--- src/clws_pkg.sv ---
// ----------------------------------------------------------------------------
// clws_pkg: shared types and constants of the character LCD write sequencer
// Item, result, queue entry and register file types, opcode and class codes,
// and the reciprocal constants used to split a reading into decimal digits.
// ----------------------------------------------------------------------------
package clws_pkg;

    // Width of the duration registers.
    localparam int CFG_TICK_W = 20;

    // Opcodes of the input item.
    localparam logic [2:0] OP_TICK  = 3'd0;
    localparam logic [2:0] OP_INIT  = 3'd1;
    localparam logic [2:0] OP_CMD   = 3'd2;
    localparam logic [2:0] OP_CHAR  = 3'd3;
    localparam logic [2:0] OP_READ  = 3'd4;

    // Item classes after decoding; unknown opcodes fold into ticks.
    localparam logic [2:0] CLS_TICK = 3'd0;
    localparam logic [2:0] CLS_INIT = 3'd1;
    localparam logic [2:0] CLS_CMD  = 3'd2;
    localparam logic [2:0] CLS_CHAR = 3'd3;
    localparam logic [2:0] CLS_READ = 3'd4;

    // Configuration register indexes.
    localparam logic [2:0] REG_FUNCTION_SET = 3'd0;
    localparam logic [2:0] REG_CLEAR        = 3'd1;
    localparam logic [2:0] REG_ENTRY_MODE   = 3'd2;
    localparam logic [2:0] REG_DISPLAY_ON   = 3'd3;
    localparam logic [2:0] REG_SETUP        = 3'd4;
    localparam logic [2:0] REG_SHORT_WAIT   = 3'd5;
    localparam logic [2:0] REG_LONG_WAIT    = 3'd6;

    // Register reset values.
    localparam logic [7:0]            RST_FUNCTION_SET = 8'd56;
    localparam logic [7:0]            RST_CLEAR        = 8'd1;
    localparam logic [7:0]            RST_ENTRY_MODE   = 8'd6;
    localparam logic [7:0]            RST_DISPLAY_ON   = 8'd12;
    localparam logic [CFG_TICK_W-1:0] RST_SETUP        = 20'd25;
    localparam logic [CFG_TICK_W-1:0] RST_SHORT_WAIT   = 20'd2000;
    localparam logic [CFG_TICK_W-1:0] RST_LONG_WAIT    = 20'd76500;

    // Largest reading that can be shown.
    localparam logic [13:0] READING_MAX = 14'd9999;

    // Reciprocals: x / 1000 = (x * 8389) >> 23 for x <= 9999,
    // x / 100 = (x * 41) >> 12 for x < 1000, x / 10 = (x * 205) >> 11 for x < 100.
    localparam logic [13:0] RECIP_1000 = 14'd8389;
    localparam logic [5:0]  RECIP_100  = 6'd41;
    localparam logic [7:0]  RECIP_10   = 8'd205;

    // Characters of the reading display.
    localparam logic [7:0] CHAR_ZERO  = 8'h30;
    localparam logic [7:0] CHAR_POINT = 8'h2E;
    localparam logic [7:0] CHAR_UNIT  = 8'h67;

    // Depth of the queue between front and back; a power of two.
    localparam int QUEUE_DEPTH = 2;

    typedef struct packed {
        logic [2:0]  opcode;
        logic [7:0]  byte_value;
        logic [15:0] reading;
    } clws_in_t;

    typedef struct packed {
        logic       pin_rs;
        logic       pin_rw;
        logic       pin_e;
        logic [7:0] pin_data;
        logic       busy_res;
        logic       rejected;
    } clws_out_t;

    // One classified item as the back end sees it.
    typedef struct packed {
        logic [2:0] cls;
        logic [7:0] byte_value;
        logic [3:0] digit_thou;
        logic [3:0] digit_hund;
        logic [3:0] digit_tens;
        logic [3:0] digit_ones;
    } clws_cmd_t;

    typedef struct packed {
        logic [7:0]            function_set_cmd;
        logic [7:0]            clear_cmd;
        logic [7:0]            entry_mode_cmd;
        logic [7:0]            display_on_cmd;
        logic [CFG_TICK_W-1:0] setup_ticks;
        logic [CFG_TICK_W-1:0] short_wait_ticks;
        logic [CFG_TICK_W-1:0] long_wait_ticks;
    } clws_cfg_t;

endpackage

--- src/clws_front.sv ---
// ----------------------------------------------------------------------------
// clws_front: item decoder
// Accepts input items, classifies the opcode and splits a saturated reading
// into four decimal digits over two pipeline stages.
// ----------------------------------------------------------------------------
module clws_front (
    input  logic                clk,
    input  logic                rst_n,
    input  logic                in_valid,
    output logic                in_ready,
    input  clws_pkg::clws_in_t  in_item,
    output logic                cmd_valid,
    input  logic                cmd_ready,
    output clws_pkg::clws_cmd_t cmd
);
    import clws_pkg::*;

    logic        s1_valid_reg;
    logic [2:0]  s1_cls_reg;
    logic [7:0]  s1_byte_reg;
    logic [13:0] s1_sat_reg;
    logic [3:0]  s1_thou_reg;

    logic        s2_valid_reg;
    logic [2:0]  s2_cls_reg;
    logic [7:0]  s2_byte_reg;
    logic [3:0]  s2_thou_reg;
    logic [3:0]  s2_hund_reg;
    logic [9:0]  s2_rem_reg;

    logic        s1_load;
    logic        s2_load;
    logic [2:0]  cls_in;
    logic [13:0] sat_in;
    logic [26:0] prod_thou;
    logic [13:0] rem_thou;
    logic [15:0] prod_hund;
    logic [9:0]  rem_hund;
    logic [6:0]  rem_hund_n;
    logic [14:0] prod_tens;
    logic [3:0]  tens_digit;
    logic [6:0]  rem_tens;

    // A stage takes new data when it is empty or its content moves on.
    assign s2_load  = !s2_valid_reg || cmd_ready;
    assign s1_load  = !s1_valid_reg || s2_load;
    assign in_ready = s1_load;

    always_comb
    begin
        unique case (in_item.opcode)
            OP_INIT: cls_in = CLS_INIT;
            OP_CMD:  cls_in = CLS_CMD;
            OP_CHAR: cls_in = CLS_CHAR;
            OP_READ: cls_in = CLS_READ;
            default: cls_in = CLS_TICK;
        endcase
    end

    assign sat_in    = (in_item.reading > 16'(READING_MAX)) ? READING_MAX
                                                            : in_item.reading[13:0];
    assign prod_thou = 27'(sat_in) * 27'(RECIP_1000);

    assign rem_thou  = s1_sat_reg - 14'(s1_thou_reg) * 14'd1000;
    assign prod_hund = 16'(rem_thou[9:0]) * 16'(RECIP_100);

    assign rem_hund   = s2_rem_reg - 10'(s2_hund_reg) * 10'd100;
    assign rem_hund_n = rem_hund[6:0];
    assign prod_tens  = 15'(rem_hund_n) * 15'(RECIP_10);
    assign tens_digit = prod_tens[14:11];
    assign rem_tens   = rem_hund_n - 7'(tens_digit) * 7'd10;

    always_ff @(posedge clk or negedge rst_n)
    begin
        if (!rst_n)
        begin
            s1_valid_reg <= 1'b0;
            s2_valid_reg <= 1'b0;
        end
        else
        begin
            if (s1_load)
            begin
                s1_valid_reg <= in_valid;
            end
            if (s2_load)
            begin
                s2_valid_reg <= s1_valid_reg;
            end
        end
    end

    always_ff @(posedge clk)
    begin
        if (s1_load && in_valid)
        begin
            s1_cls_reg  <= cls_in;
            s1_byte_reg <= in_item.byte_value;
            s1_sat_reg  <= sat_in;
            s1_thou_reg <= prod_thou[26:23];
        end
        if (s2_load && s1_valid_reg)
        begin
            s2_cls_reg  <= s1_cls_reg;
            s2_byte_reg <= s1_byte_reg;
            s2_thou_reg <= s1_thou_reg;
            s2_hund_reg <= prod_hund[15:12];
            s2_rem_reg  <= rem_thou[9:0];
        end
    end

    assign cmd_valid       = s2_valid_reg;
    assign cmd.cls         = s2_cls_reg;
    assign cmd.byte_value  = s2_byte_reg;
    assign cmd.digit_thou  = s2_thou_reg;
    assign cmd.digit_hund  = s2_hund_reg;
    assign cmd.digit_tens  = tens_digit;
    assign cmd.digit_ones  = rem_tens[3:0];

endmodule

--- src/clws_queue.sv ---
// ----------------------------------------------------------------------------
// clws_queue: short queue between decoder and sequencer
// A small register FIFO so that the decoder and the sequencer stall apart.
// ----------------------------------------------------------------------------
module clws_queue (
    input  logic                clk,
    input  logic                rst_n,
    input  logic                push_valid,
    output logic                push_ready,
    input  clws_pkg::clws_cmd_t push_cmd,
    output logic                pop_valid,
    input  logic                pop_ready,
    output clws_pkg::clws_cmd_t pop_cmd
);
    import clws_pkg::*;

    localparam int PTR_W   = (QUEUE_DEPTH > 1) ? $clog2(QUEUE_DEPTH) : 1;
    localparam int COUNT_W = $clog2(QUEUE_DEPTH + 1);

    clws_cmd_t          entry_reg [QUEUE_DEPTH];
    logic [PTR_W-1:0]   wr_ptr_reg;
    logic [PTR_W-1:0]   rd_ptr_reg;
    logic [COUNT_W-1:0] count_reg;

    logic do_push;
    logic do_pop;

    assign push_ready = count_reg != COUNT_W'(QUEUE_DEPTH);
    assign pop_valid  = count_reg != '0;
    assign do_push    = push_valid && push_ready;
    assign do_pop     = pop_valid && pop_ready;
    assign pop_cmd    = entry_reg[rd_ptr_reg];

    always_ff @(posedge clk or negedge rst_n)
    begin
        if (!rst_n)
        begin
            wr_ptr_reg <= '0;
            rd_ptr_reg <= '0;
            count_reg  <= '0;
        end
        else
        begin
            if (do_push)
            begin
                wr_ptr_reg <= wr_ptr_reg + PTR_W'(1);
            end
            if (do_pop)
            begin
                rd_ptr_reg <= rd_ptr_reg + PTR_W'(1);
            end
            if (do_push && !do_pop)
            begin
                count_reg <= count_reg + COUNT_W'(1);
            end
            else if (do_pop && !do_push)
            begin
                count_reg <= count_reg - COUNT_W'(1);
            end
        end
    end

    always_ff @(posedge clk)
    begin
        if (do_push)
        begin
            entry_reg[wr_ptr_reg] <= push_cmd;
        end
    end

endmodule

--- src/clws_back.sv ---
// ----------------------------------------------------------------------------
// clws_back: bus sequencer
// Carries out one classified item per cycle unless the output stalls: starts
// sequences, counts ticks, drives RS, E and the data lines, and registers one
// result per item.
module clws_back #(
    parameter int TICK_COUNT_BITS = 20
) (
    input  logic                clk,
    input  logic                rst_n,
    input  clws_pkg::clws_cfg_t cfg,
    input  logic                cmd_valid,
    output logic                cmd_ready,
    input  clws_pkg::clws_cmd_t cmd,
    output logic                out_valid,
    input  logic                out_ready,
    output clws_pkg::clws_out_t out_item
);
    import clws_pkg::*;

    localparam int CNT_W = TICK_COUNT_BITS;

    localparam logic [2:0] PH_IDLE   = 3'd0;
    localparam logic [2:0] PH_PRE    = 3'd1;
    localparam logic [2:0] PH_SETUP  = 3'd2;
    localparam logic [2:0] PH_PULSE  = 3'd3;
    localparam logic [2:0] PH_SETTLE = 3'd4;
    localparam logic [2:0] PH_EXTRA  = 3'd5;

    localparam logic [1:0] KIND_NONE    = 2'd0;
    localparam logic [1:0] KIND_INIT    = 2'd1;
    localparam logic [1:0] KIND_SINGLE  = 2'd2;
    localparam logic [1:0] KIND_READING = 2'd3;

    localparam logic [2:0] INIT_COUNT       = 3'd5;
    localparam logic [2:0] READING_COUNT    = 3'd6;
    localparam logic [2:0] IDX_FIRST_CLEAR  = 3'd1;
    localparam logic [2:0] IDX_SECOND_CLEAR = 3'd4;

    localparam logic [32:0] CNT_LIMIT = (33'd1 << CNT_W) - 33'd1;

    logic [2:0]       phase_reg,       phase_next;
    logic [CNT_W-1:0] countdown_reg,   countdown_next;
    logic [7:0]       out_byte_reg,    out_byte_next;
    logic             rs_reg,          rs_next;
    logic             e_reg,           e_next;
    logic [1:0]       kind_reg,        kind_next;
    logic [2:0]       index_reg,       index_next;
    logic [15:0]      digits_reg,      digits_next;
    logic [7:0]       single_byte_reg, single_byte_next;
    logic             out_valid_reg,   out_valid_next;
    clws_out_t        result_reg,      result_next;

    logic             take;
    logic             rejected;
    logic [2:0]       index_inc;
    logic [CNT_W-1:0] dur_setup;
    logic [CNT_W-1:0] dur_short;
    logic [CNT_W-1:0] dur_long;
    logic [7:0]       pending;

    // Durations saturate at the counter's range, and zero counts as one tick.
    function automatic logic [CNT_W-1:0] dur(input logic [CFG_TICK_W-1:0] v);
        logic [32:0] wide;
        wide = 33'(v);
        if (wide > CNT_LIMIT)
        begin
            wide = CNT_LIMIT;
        end
        if (wide == 33'd0)
        begin
            wide = 33'd1;
        end
        return wide[CNT_W-1:0];
    endfunction

    assign dur_setup = dur(cfg.setup_ticks);
    assign dur_short = dur(cfg.short_wait_ticks);
    assign dur_long  = dur(cfg.long_wait_ticks);

    always_comb
    begin
        if (kind_reg == KIND_SINGLE)
        begin
            pending = single_byte_reg;
        end
        else if (kind_reg == KIND_READING)
        begin
            unique case (index_reg)
                3'd0:    pending = CHAR_ZERO + 8'(digits_reg[15:12]);
                3'd1:    pending = CHAR_POINT;
                3'd2:    pending = CHAR_ZERO + 8'(digits_reg[11:8]);
                3'd3:    pending = CHAR_ZERO + 8'(digits_reg[7:4]);
                3'd4:    pending = CHAR_ZERO + 8'(digits_reg[3:0]);
                default: pending = CHAR_UNIT;
            endcase
        end
        else
        begin
            unique case (index_reg)
                3'd0:    pending = cfg.function_set_cmd;
                3'd1:    pending = cfg.clear_cmd;
                3'd2:    pending = cfg.entry_mode_cmd;
                3'd3:    pending = cfg.display_on_cmd;
                default: pending = cfg.clear_cmd;
            endcase
        end
    end

    assign take      = cmd_valid && (!out_valid_reg || out_ready);
    assign cmd_ready = !out_valid_reg || out_ready;
    assign index_inc = index_reg + 3'd1;

    always_comb
    begin
        phase_next       = phase_reg;
        countdown_next   = countdown_reg;
        out_byte_next    = out_byte_reg;
        rs_next          = rs_reg;
        e_next           = e_reg;
        kind_next        = kind_reg;
        index_next       = index_reg;
        digits_next      = digits_reg;
        single_byte_next = single_byte_reg;
        rejected         = 1'b0;

        if (take)
        begin
            if (cmd.cls != CLS_TICK)
            begin
                if (phase_reg != PH_IDLE)
                begin
                    rejected = 1'b1;
                end
                else
                begin
                    index_next = 3'd0;
                    unique case (cmd.cls)
                        CLS_INIT:
                        begin
                            kind_next      = KIND_INIT;
                            phase_next     = PH_PRE;
                            countdown_next = dur_short;
                        end
                        CLS_READ:
                        begin
                            kind_next      = KIND_READING;
                            digits_next    = {cmd.digit_thou, cmd.digit_hund,
                                              cmd.digit_tens, cmd.digit_ones};
                            phase_next     = PH_SETUP;
                            rs_next        = 1'b1;
                            e_next         = 1'b0;
                            countdown_next = dur_setup;
                        end
                        default:
                        begin
                            kind_next        = KIND_SINGLE;
                            single_byte_next = cmd.byte_value;
                            phase_next       = PH_SETUP;
                            rs_next          = cmd.cls == CLS_CHAR;
                            e_next           = 1'b0;
                            countdown_next   = dur_setup;
                        end
                    endcase
                end
            end
            else if (phase_reg != PH_IDLE)
            begin
                if (countdown_reg != CNT_W'(1))
                begin
                    countdown_next = countdown_reg - CNT_W'(1);
                end
                else
                begin
                    unique case (phase_reg)
                        PH_PRE:
                        begin
                            // Init always drives commands with RS low.
                            phase_next     = PH_SETUP;
                            rs_next        = 1'b0;
                            e_next         = 1'b0;
                            countdown_next = dur_setup;
                        end
                        PH_SETUP:
                        begin
                            phase_next     = PH_PULSE;
                            e_next         = 1'b1;
                            out_byte_next  = pending;
                            countdown_next = dur_setup;
                        end
                        PH_PULSE:
                        begin
                            phase_next     = PH_SETTLE;
                            e_next         = 1'b0;
                            countdown_next = dur_short;
                        end
                        PH_SETTLE:
                        begin
                            if (kind_reg == KIND_INIT || kind_reg == KIND_READING)
                            begin
                                phase_next = PH_EXTRA;
                                // Both clear commands need the long wait.
                                if (kind_reg == KIND_INIT &&
                                    (index_reg == IDX_FIRST_CLEAR ||
                                     index_reg == IDX_SECOND_CLEAR))
                                begin
                                    countdown_next = dur_long;
                                end
                                else
                                begin
                                    countdown_next = dur_short;
                                end
                            end
                            else
                            begin
                                phase_next     = PH_IDLE;
                                kind_next      = KIND_NONE;
                                index_next     = 3'd0;
                                countdown_next = '0;
                            end
                        end
                        PH_EXTRA:
                        begin
                            if (kind_reg == KIND_NONE || kind_reg == KIND_SINGLE ||
                                (kind_reg == KIND_INIT && index_inc >= INIT_COUNT) ||
                                (kind_reg == KIND_READING && index_inc >= READING_COUNT))
                            begin
                                phase_next     = PH_IDLE;
                                kind_next      = KIND_NONE;
                                index_next     = 3'd0;
                                countdown_next = '0;
                            end
                            else
                            begin
                                index_next     = index_inc;
                                phase_next     = PH_SETUP;
                                rs_next        = kind_reg == KIND_READING;
                                e_next         = 1'b0;
                                countdown_next = dur_setup;
                            end
                        end
                        default:
                        begin
                            phase_next     = PH_IDLE;
                            kind_next      = KIND_NONE;
                            index_next     = 3'd0;
                            countdown_next = '0;
                        end
                    endcase
                end
            end
        end

        result_next.pin_rs   = rs_next;
        result_next.pin_rw   = 1'b0;
        result_next.pin_e    = e_next;
        result_next.pin_data = out_byte_next;
        result_next.busy_res = phase_next != PH_IDLE;
        result_next.rejected = rejected;

        if (take)
        begin
            out_valid_next = 1'b1;
        end
        else if (out_ready)
        begin
            out_valid_next = 1'b0;
        end
        else
        begin
            out_valid_next = out_valid_reg;
        end
    end

    always_ff @(posedge clk or negedge rst_n)
    begin
        if (!rst_n)
        begin
            phase_reg     <= PH_IDLE;
            countdown_reg <= '0;
            out_byte_reg  <= 8'd0;
            rs_reg        <= 1'b0;
            e_reg         <= 1'b0;
            kind_reg      <= KIND_NONE;
            index_reg     <= 3'd0;
            out_valid_reg <= 1'b0;
        end
        else
        begin
            phase_reg     <= phase_next;
            countdown_reg <= countdown_next;
            out_byte_reg  <= out_byte_next;
            rs_reg        <= rs_next;
            e_reg         <= e_next;
            kind_reg      <= kind_next;
            index_reg     <= index_next;
            out_valid_reg <= out_valid_next;
        end
    end

    always_ff @(posedge clk)
    begin
        digits_reg      <= digits_next;
        single_byte_reg <= single_byte_next;
        if (take)
        begin
            result_reg <= result_next;
        end
    end

    assign out_valid = out_valid_reg;
    assign out_item  = result_reg;

endmodule

--- src/char_lcd_write_sequencer.sv ---
// ----------------------------------------------------------------------------
// char_lcd_write_sequencer: 8-bit character LCD write bus driver
// Runs init, command, character and reading sequences on an 8-bit LCD bus,
// advanced by tick items, with one result item per input item.
// ----------------------------------------------------------------------------
// Every input item, tick or request, yields exactly one result item that shows
// the bus lines and busy flag after that item. The block sustains one transfer
// per clock cycle unless the output stalls: the sequencer updates its phase
// counter once per item and each item needs only one decrement and compare.
// A result passes through two decode stages that split a reading into digits
// with reciprocal multiplies, the queue, and the result register, the first of
// which loads at the edge that accepts its item; the two-entry queue and the
// result register let either side stall without losing items.
// Requests that arrive while a sequence runs are dropped and flagged as
// rejected. Configuration writes are always accepted and should be made only
// while no item is in flight.
module char_lcd_write_sequencer #(
    parameter int TICK_COUNT_BITS = 20
) (
    input  logic                clk,
    input  logic                rst_n,
    input  logic                in_valid,
    output logic                in_ready,
    input  clws_pkg::clws_in_t  in_item,
    output logic                out_valid,
    input  logic                out_ready,
    output clws_pkg::clws_out_t out_item,
    input  logic                cfg_valid,
    output logic                cfg_ready,
    input  logic [2:0]          cfg_index,
    input  logic [19:0]         cfg_data
);
    import clws_pkg::*;

    clws_cfg_t cfg_reg;

    logic      front_valid;
    logic      front_ready;
    clws_cmd_t front_cmd;
    logic      queue_valid;
    logic      queue_ready;
    clws_cmd_t queue_cmd;

    assign cfg_ready = 1'b1;

    always_ff @(posedge clk or negedge rst_n)
    begin
        if (!rst_n)
        begin
            cfg_reg.function_set_cmd <= RST_FUNCTION_SET;
            cfg_reg.clear_cmd        <= RST_CLEAR;
            cfg_reg.entry_mode_cmd   <= RST_ENTRY_MODE;
            cfg_reg.display_on_cmd   <= RST_DISPLAY_ON;
            cfg_reg.setup_ticks      <= RST_SETUP;
            cfg_reg.short_wait_ticks <= RST_SHORT_WAIT;
            cfg_reg.long_wait_ticks  <= RST_LONG_WAIT;
        end
        else if (cfg_valid)
        begin
            unique case (cfg_index)
                REG_FUNCTION_SET: cfg_reg.function_set_cmd <= cfg_data[7:0];
                REG_CLEAR:        cfg_reg.clear_cmd        <= cfg_data[7:0];
                REG_ENTRY_MODE:   cfg_reg.entry_mode_cmd   <= cfg_data[7:0];
                REG_DISPLAY_ON:   cfg_reg.display_on_cmd   <= cfg_data[7:0];
                REG_SETUP:        cfg_reg.setup_ticks      <= cfg_data;
                REG_SHORT_WAIT:   cfg_reg.short_wait_ticks <= cfg_data;
                REG_LONG_WAIT:    cfg_reg.long_wait_ticks  <= cfg_data;
                default:
                begin
                end
            endcase
        end
    end

    clws_front u_front (
        .clk       (clk),
        .rst_n     (rst_n),
        .in_valid  (in_valid),
        .in_ready  (in_ready),
        .in_item   (in_item),
        .cmd_valid (front_valid),
        .cmd_ready (front_ready),
        .cmd       (front_cmd)
    );

    clws_queue u_queue (
        .clk        (clk),
        .rst_n      (rst_n),
        .push_valid (front_valid),
        .push_ready (front_ready),
        .push_cmd   (front_cmd),
        .pop_valid  (queue_valid),
        .pop_ready  (queue_ready),
        .pop_cmd    (queue_cmd)
    );

    clws_back #(
        .TICK_COUNT_BITS (TICK_COUNT_BITS)
    ) u_back (
        .clk       (clk),
        .rst_n     (rst_n),
        .cfg       (cfg_reg),
        .cmd_valid (queue_valid),
        .cmd_ready (queue_ready),
        .cmd       (queue_cmd),
        .out_valid (out_valid),
        .out_ready (out_ready),
        .out_item  (out_item)
    );

    // A request is only dropped while a sequence runs, and the drop itself
    // leaves that sequence running.
    a_reject_busy: assert property (@(posedge clk) disable iff (!rst_n)
        out_valid && out_item.rejected |-> out_item.busy_res)
        else $error("rejected result without a running sequence");

    // The enable strobe is only high inside a sequence.
    a_strobe_busy: assert property (@(posedge clk) disable iff (!rst_n)
        out_valid && out_item.pin_e |-> out_item.busy_res)
        else $error("enable high while idle");

    // A transfer from the queue into the back end needs room at the output.
    a_back_room: assert property (@(posedge clk) disable iff (!rst_n)
        queue_valid && queue_ready |-> !out_valid || out_ready)
        else $error("sequencer took an item with a blocked result register");

endmodule
--- config.mk ---
export PLATFORM = sky130hd
export DESIGN_NAME = char_lcd_write_sequencer
export DESIGN_NICKNAME = d
export VERILOG_FILES = /design/src/clws_pkg.sv /design/src/clws_front.sv /design/src/clws_queue.sv /design/src/clws_back.sv /design/src/char_lcd_write_sequencer.sv
export SDC_FILE = /design/constraint.sdc
export NUM_CORES = 1
export LEC_CHECK = 0
export BUFFER_PORTS_ARGS = -buffer_cell sky130_fd_sc_hd__clkbuf_2
export CAP_MARGIN = 20
export CORE_ASPECT_RATIO = 1.1
export CORE_MARGIN = 4
export CORE_UTILIZATION = 58
export CTS_BUF_LIST = sky130_fd_sc_hd__clkbuf_4 sky130_fd_sc_hd__clkbuf_8
export DETAILED_ROUTE_END_ITERATION = 10
export GPL_ROUTABILITY_DRIVEN = 0
export PLACE_DENSITY = 0.79
export RECOVER_POWER = 50
export SETUP_SLACK_MARGIN = 0.02
export SYNTH_ARGS = -nofsm -noshare
export SYNTH_HDL_FRONTEND = slang
export SYNTH_SLANG_ARGS = --single-unit
--- constraint.sdc ---
create_clock -name clk -period 5 [get_ports clk]
set_input_delay 0.25 -clock clk [delete_from_list [all_inputs] [get_ports clk]]
set_output_delay 0.25 -clock clk [all_outputs]
set_load 0.01 [all_outputs]
# After elaboration in Yosys (flattened, before gate mapping)
# Memories as Yosys holds them, arrays and structs flattened.
# Index checks and enable logic that the tools add are counted.
dict set report word_totals {
  regBits 224
  latchBits 0
  ramBits 54
  romBits 0
  input_bits 55
  out_inout_bits 16
  wordCells 214
  n_memories 1
}
dict set report op_classes {
  add_sub_neg 13
  n_mul 6
  n_div 0
  magnitude_cmp 3
  n_eq_ne 32
  shifts 0
  n_mux 70
  n_bitwise 2
  n_reduce_logical 51
}
# memory words width read_ports rd_ports_with_merged_regs wr line
set memory_table {}
lappend memory_table {u_queue.entry_reg 2 27 1 0 1 clws_queue.sv:20} ;# clws_cmd_t entry_reg [QUEUE_DEPTH];
# operator count
set op_table {}
lappend op_table {{$mux W20} 11}
lappend op_table {{$pmux W20 S4} 1}
lappend op_table {{$logic_not A20 Y1} 3}
lappend op_table {{$mux W8} 7}
lappend op_table {{$pmux W8 S5} 1}
lappend op_table {{$mux W3} 12}
lappend op_table {{$add A6 B4 Y7 const A} 4}
lappend op_table {{$eq A3 B2 Y1 const B} 9}
lappend op_table {{$mul A14 B14 Y27 const B} 1}
lappend op_table {{$eq A3 B3 Y1 const B} 8}
lappend op_table {{$pmux W8 S3} 1}
lappend op_table {{$mux W2} 10}
lappend op_table {{$ne A20 B1 Y1 const B} 1}
lappend op_table {{$sub A20 B1 Y20 const B} 1}
lappend op_table {{$mux W1} 18}
lappend op_table {{$gt A16 B14 Y1 const B} 1}
lappend op_table {{$mul A10 B6 Y16 const B} 1}
lappend op_table {{$eq A3 B1 Y1 const B} 5}
lappend op_table {{$mul A7 B8 Y15 const B} 1}
lappend op_table {{$pmux W3 S5} 1}
lappend op_table {{$mux W14} 1}
lappend op_table {{$reduce_and A2 Y1} 7}
lappend op_table {{$pmux W3 S4} 1}
lappend op_table {{$sub A10 B10 Y10} 1}
lappend op_table {{35 further kinds} 70}

# Longest topological paths before layout
dict set report logic_depth {
  ltp_word 12
  mapped_depth 24
  depth_no_buf 24
}

# Cells and area by module
# A second synthesis with hierarchy kept.
dict set report hier_totals {
  cells_unflattened 1392
  area_unflattened_um2 16867.4
}
# module instances cells_each area_each_um2 seq_area_each_um2
set by_module_without_submodules {}
lappend by_module_without_submodules {clws_front 1 559 6172.2 1581.5}
lappend by_module_without_submodules {clws_back 1 530 4921.0 2057.0}
lappend by_module_without_submodules {char_lcd_write_sequencer 1 201 3532.1 2333.5}
lappend by_module_without_submodules {clws_queue 1 102 2242.2 1721.7}

# Worst setup path after synthesis
# OpenSTA, ideal clock, no wires.
dict set report synth_path {
  kind {reg2reg}
  from {register u_front.s2_hund_reg[0]}
  to {memory u_queue.entry_reg[0][3] in the netlist's numbering (data pin)}
  setup_ps 268
  arrival_ps 5101
  t_required_ps 4732
  slack_ps -369
  path_stages_with_launch 24
  n_path_buf 0
  period_less_slack_ps 5369
  cell_sequence {edfxtp_1 -> ha_1 -> inv_1 -> fa_1 -> a21o_1 -> a21oi_1 -> xnor2_1 -> ha_1 -> ha_1 -> fa_1 -> inv_1 -> fa_1 -> inv_1 -> ha_1 -> a211oi_1 -> a211oi_1 -> a41oi_1 -> xnor2_1 -> ha_1 -> inv_1 -> fa_1 -> xnor2_1 -> xnor2_1 -> xnor2_1}
}
# element line
set synth_rtl {}
lappend synth_rtl {{start: declaration} clws_front.sv:28} ;# logic [3:0] s2_hund_reg;
lappend synth_rtl {{start signal: assignment} clws_front.sv:107} ;# s2_hund_reg <= prod_hund[15:12];
lappend synth_rtl {{end: declaration} clws_queue.sv:20}

==> impl_metrics.tcl <==
set metrics [dict create \
    numPortBuffers 68 \
    grt_pass1_vias 12300 \
    criticalPathCategory "flip-flop to flip-flop" \
    hold_violations 0 \
    ys_seq_elements 278 \
    grt_pass1_wl_mm 61.63 \
    wl_per_cell_um 19.27 \
    ant_nets 0 \
    critPathMaxFanout 3 \
    clkTransAtPathRegs_ps 60 \
    layout.nets 1852 \
    hp-class "input port to flip-flop" \
    clk_latency_ps 570 \
    die_w_um 170.2 \
    initial_core_util 0.5863 \
    setup_tns_ps -851.5 \
    coreArea_sq_um 28630 \
    syn_to_final_growth_pct 15.58 \
    synth_ff_type "edfxtp_1" \
    cts_buffer_depth 3 \
    final_max_slew_viol_count 83 \
    clock_sinks 278 \
    antenna_found_initial 1 \
    dr.pass1.iters 6 \
    synth_enable_flop_cells 141 \
    drt_iter0_drc 1125 \
    synth_fp_nets 1698 \
    grt.total_usage 0.2351 \
    netlist-cell-type-count 87 \
    violations "max-capacitance violations, max-slew violations, negative setup slack" \
    fmax_mhz 185.8 \
    multi_input_area_sq_um 8701 \
    max_cap_violations 1 \
    synth_cells 1422 \
    dpl.hpwl_mm 27.45 \
    startpoint_type "flip-flop" \
    fin_crit_sh 1.077 \
    n_fill_cell 2044 \
    end_kind "flip-flop" \
    synth-async-reset-ratio 0.4928 \
    drive_above_1_share 0.2701 \
    crit_arrival_ps 5650 \
    numCtsBuffers 46 \
    syn_area_sq_um 16780 \
    layout_min_cycle_time_ps 5383 \
    synth_warnings 0 \
    final_common_cell "ha_1" \
    htreeDepth 2 \
    vias 11970 \
    slew_headroom -1.987 \
    seq_area_frac_synth 0.4584 \
    fin_skew_ps 40.26 \
    setup_ws_ps -383.5 \
    clockRootBuffer "clkbuf_8" \
    drc 0 \
    required_ps 5260 \
    io_pins 71 \
    final-setup-viol-count 6 \
    drt-vias-per-instance 6.037 \
    dieHeight_um 186.4 \
    worst_slew_pin_slew_ps 4481 \
    seq_area_sq_um 7694 \
    grt_max_degree 83 \
    overflow 0 \
    drt-total-wl_mm 38.19 \
    die_area_sq_um 31730 \
    final_util 0.6776 \
    avgSynthCellArea_sq_um 11.80 \
    cts_tree "done" \
    largest_reg_flops 92 \
    status "finished, violations left" \
    fp-row-count 65 \
    rsz0062_at_grt "yes" \
    final_cell_mix "ha_1 (170), edfxtp_1 (141), mux2_2 (118)" \
    n_antenna_cell 0 \
]
[path summary, 6_finish.rpt]
| check | cells past startpoint | end | startpoint | slack [ps] |
|---|---|---|---|---|
| max | 24 | u_queue.entry_reg[0][3] | u_front.s2_hund_reg[0] | -380 |
| min | 3 | cfg_reg[40] | cfg_data[0] | 10 |
| max reg2reg | 24 | u_queue.entry_reg[0][3] | u_front.s2_hund_reg[0] | -380 |
| min reg2reg | 0 | u_front.s2_byte_reg[5] | u_front.s1_byte_reg[5] | 420 |
| max in group asynchronous | 2 | u_front.cmd_valid | rst_n | 620 |
| min in group asynchronous | 2 | u_back.countdown_reg[15] | rst_n | 1820 |
[through the flow]
step | instance area (sq um) | std cells | hold slack (ps) | setup WS [ps]
after floorplan | 16800 | 1422 | -45.59 | -290.8
after global placement | 17820 | 1861 | 343.5 | -306.9
after detailed placement | 17840 | 1862 | 345.7 | -465.6
after CTS | 19220 | 1978 | 0.2488 | -368.1
after global routing | 19400 | 1982 | 5.901 | -582.1
final | 19400 | 1982 | 10.06 | -383.5
[repair_timing]
action	in CTS	in global routing
setup buffers	4	3
endpoints found under the setup margin	12	13
gates resized for setup	17	28
pin swaps	20	28
endpoints found under the hold margin	114	0
hold buffers	26	0
[per-layer routing]
metal  global-route usage  part of all wire
met4              0.07127             0.029
met3              0.03432             0.051
met1               0.2972              0.40
met5                    0                 0
met2               0.4168              0.52
[kinds of logic (layout without fill, tap and decap cells)]
logic type / after synthesis / in the layout / synth area share
and+or+nand+nor: 304 / 304 / 0.09423
AOI/OAI and AO/OA: 261 / 261 / 0.1096
muxes: 130 / 130 / 0.08655
DFF: 278 / 278 / 0.4584
other: 2 / 2 / 0.0004475
xor gates and xnor gates: 54 / 54 / 0.02818
buffers and inverters: 172 / 364 / 0.04085
adders and majority gates: 221 / 221 / 0.1818
[final cells by class]
| class | count | area share |
|---|---|---|
| inverter | 117 | 0.02270 |
| sequential | 278 | 0.3966 |
| multi-input combinational | 972 | 0.4485 |
| clock inverter | 13 | 0.006321 |
| tap | 368 | 0.02374 |
| clock buffer | 73 | 0.04502 |
| timing repair buffer | 161 | 0.05708 |
[worst max-delay path, stage by stage (launching register included)]
cell	delay [ps]
edfxtp_1	410
ha_2	200
inv_2	40
fa_2	350
a21o_1	170
a21oi_2	170
xnor2_2	120
buf_4	170
ha_1	220
ha_1	300
inv_1	60
fa_1	530
inv_1	40
ha_1	320
ha_4	260
a21o_1	160
a21o_1	200
a41oi_2	210
xnor2_2	140
ha_2	200
inv_2	40
fa_2	360
xnor2_2	140
xnor2_1	180
xnor2_1	100
[cells in the mapped netlist (10+ instances only)]
master | number | area share
mux2_2 | 118 | 0.079
nand2b_1 | 10 | 0.0037
dfrtp_1 | 112 | 0.17
a222oi_1 | 20 | 0.012
or2_2 | 12 | 0.0045
ha_1 | 183 | 0.14
nor3_1 | 27 | 0.0081
dfstp_2 | 25 | 0.039
clkbuf_1 | 36 | 0.0081
a21oi_1 | 68 | 0.020
xnor2_1 | 39 | 0.020
nor2b_1 | 10 | 0.0037
nor2_1 | 81 | 0.018
and2_1 | 11 | 0.0041
inv_1 | 115 | 0.026
o21ai_0 | 49 | 0.015
a211oi_1 | 13 | 0.0058
edfxtp_1 | 141 | 0.25
o221a_2 | 11 | 0.0074
nand2_1 | 61 | 0.014
and3_1 | 13 | 0.0048
nand3_1 | 13 | 0.0039
fa_1 | 38 | 0.045
a21o_1 | 16 | 0.0072
nor4_1 | 21 | 0.0078
xor2_1 | 15 | 0.0078
Power is left out: the tool's default activity adds up to more than one toggle a clock period on the data nets, which glitch-free logic cannot reach.
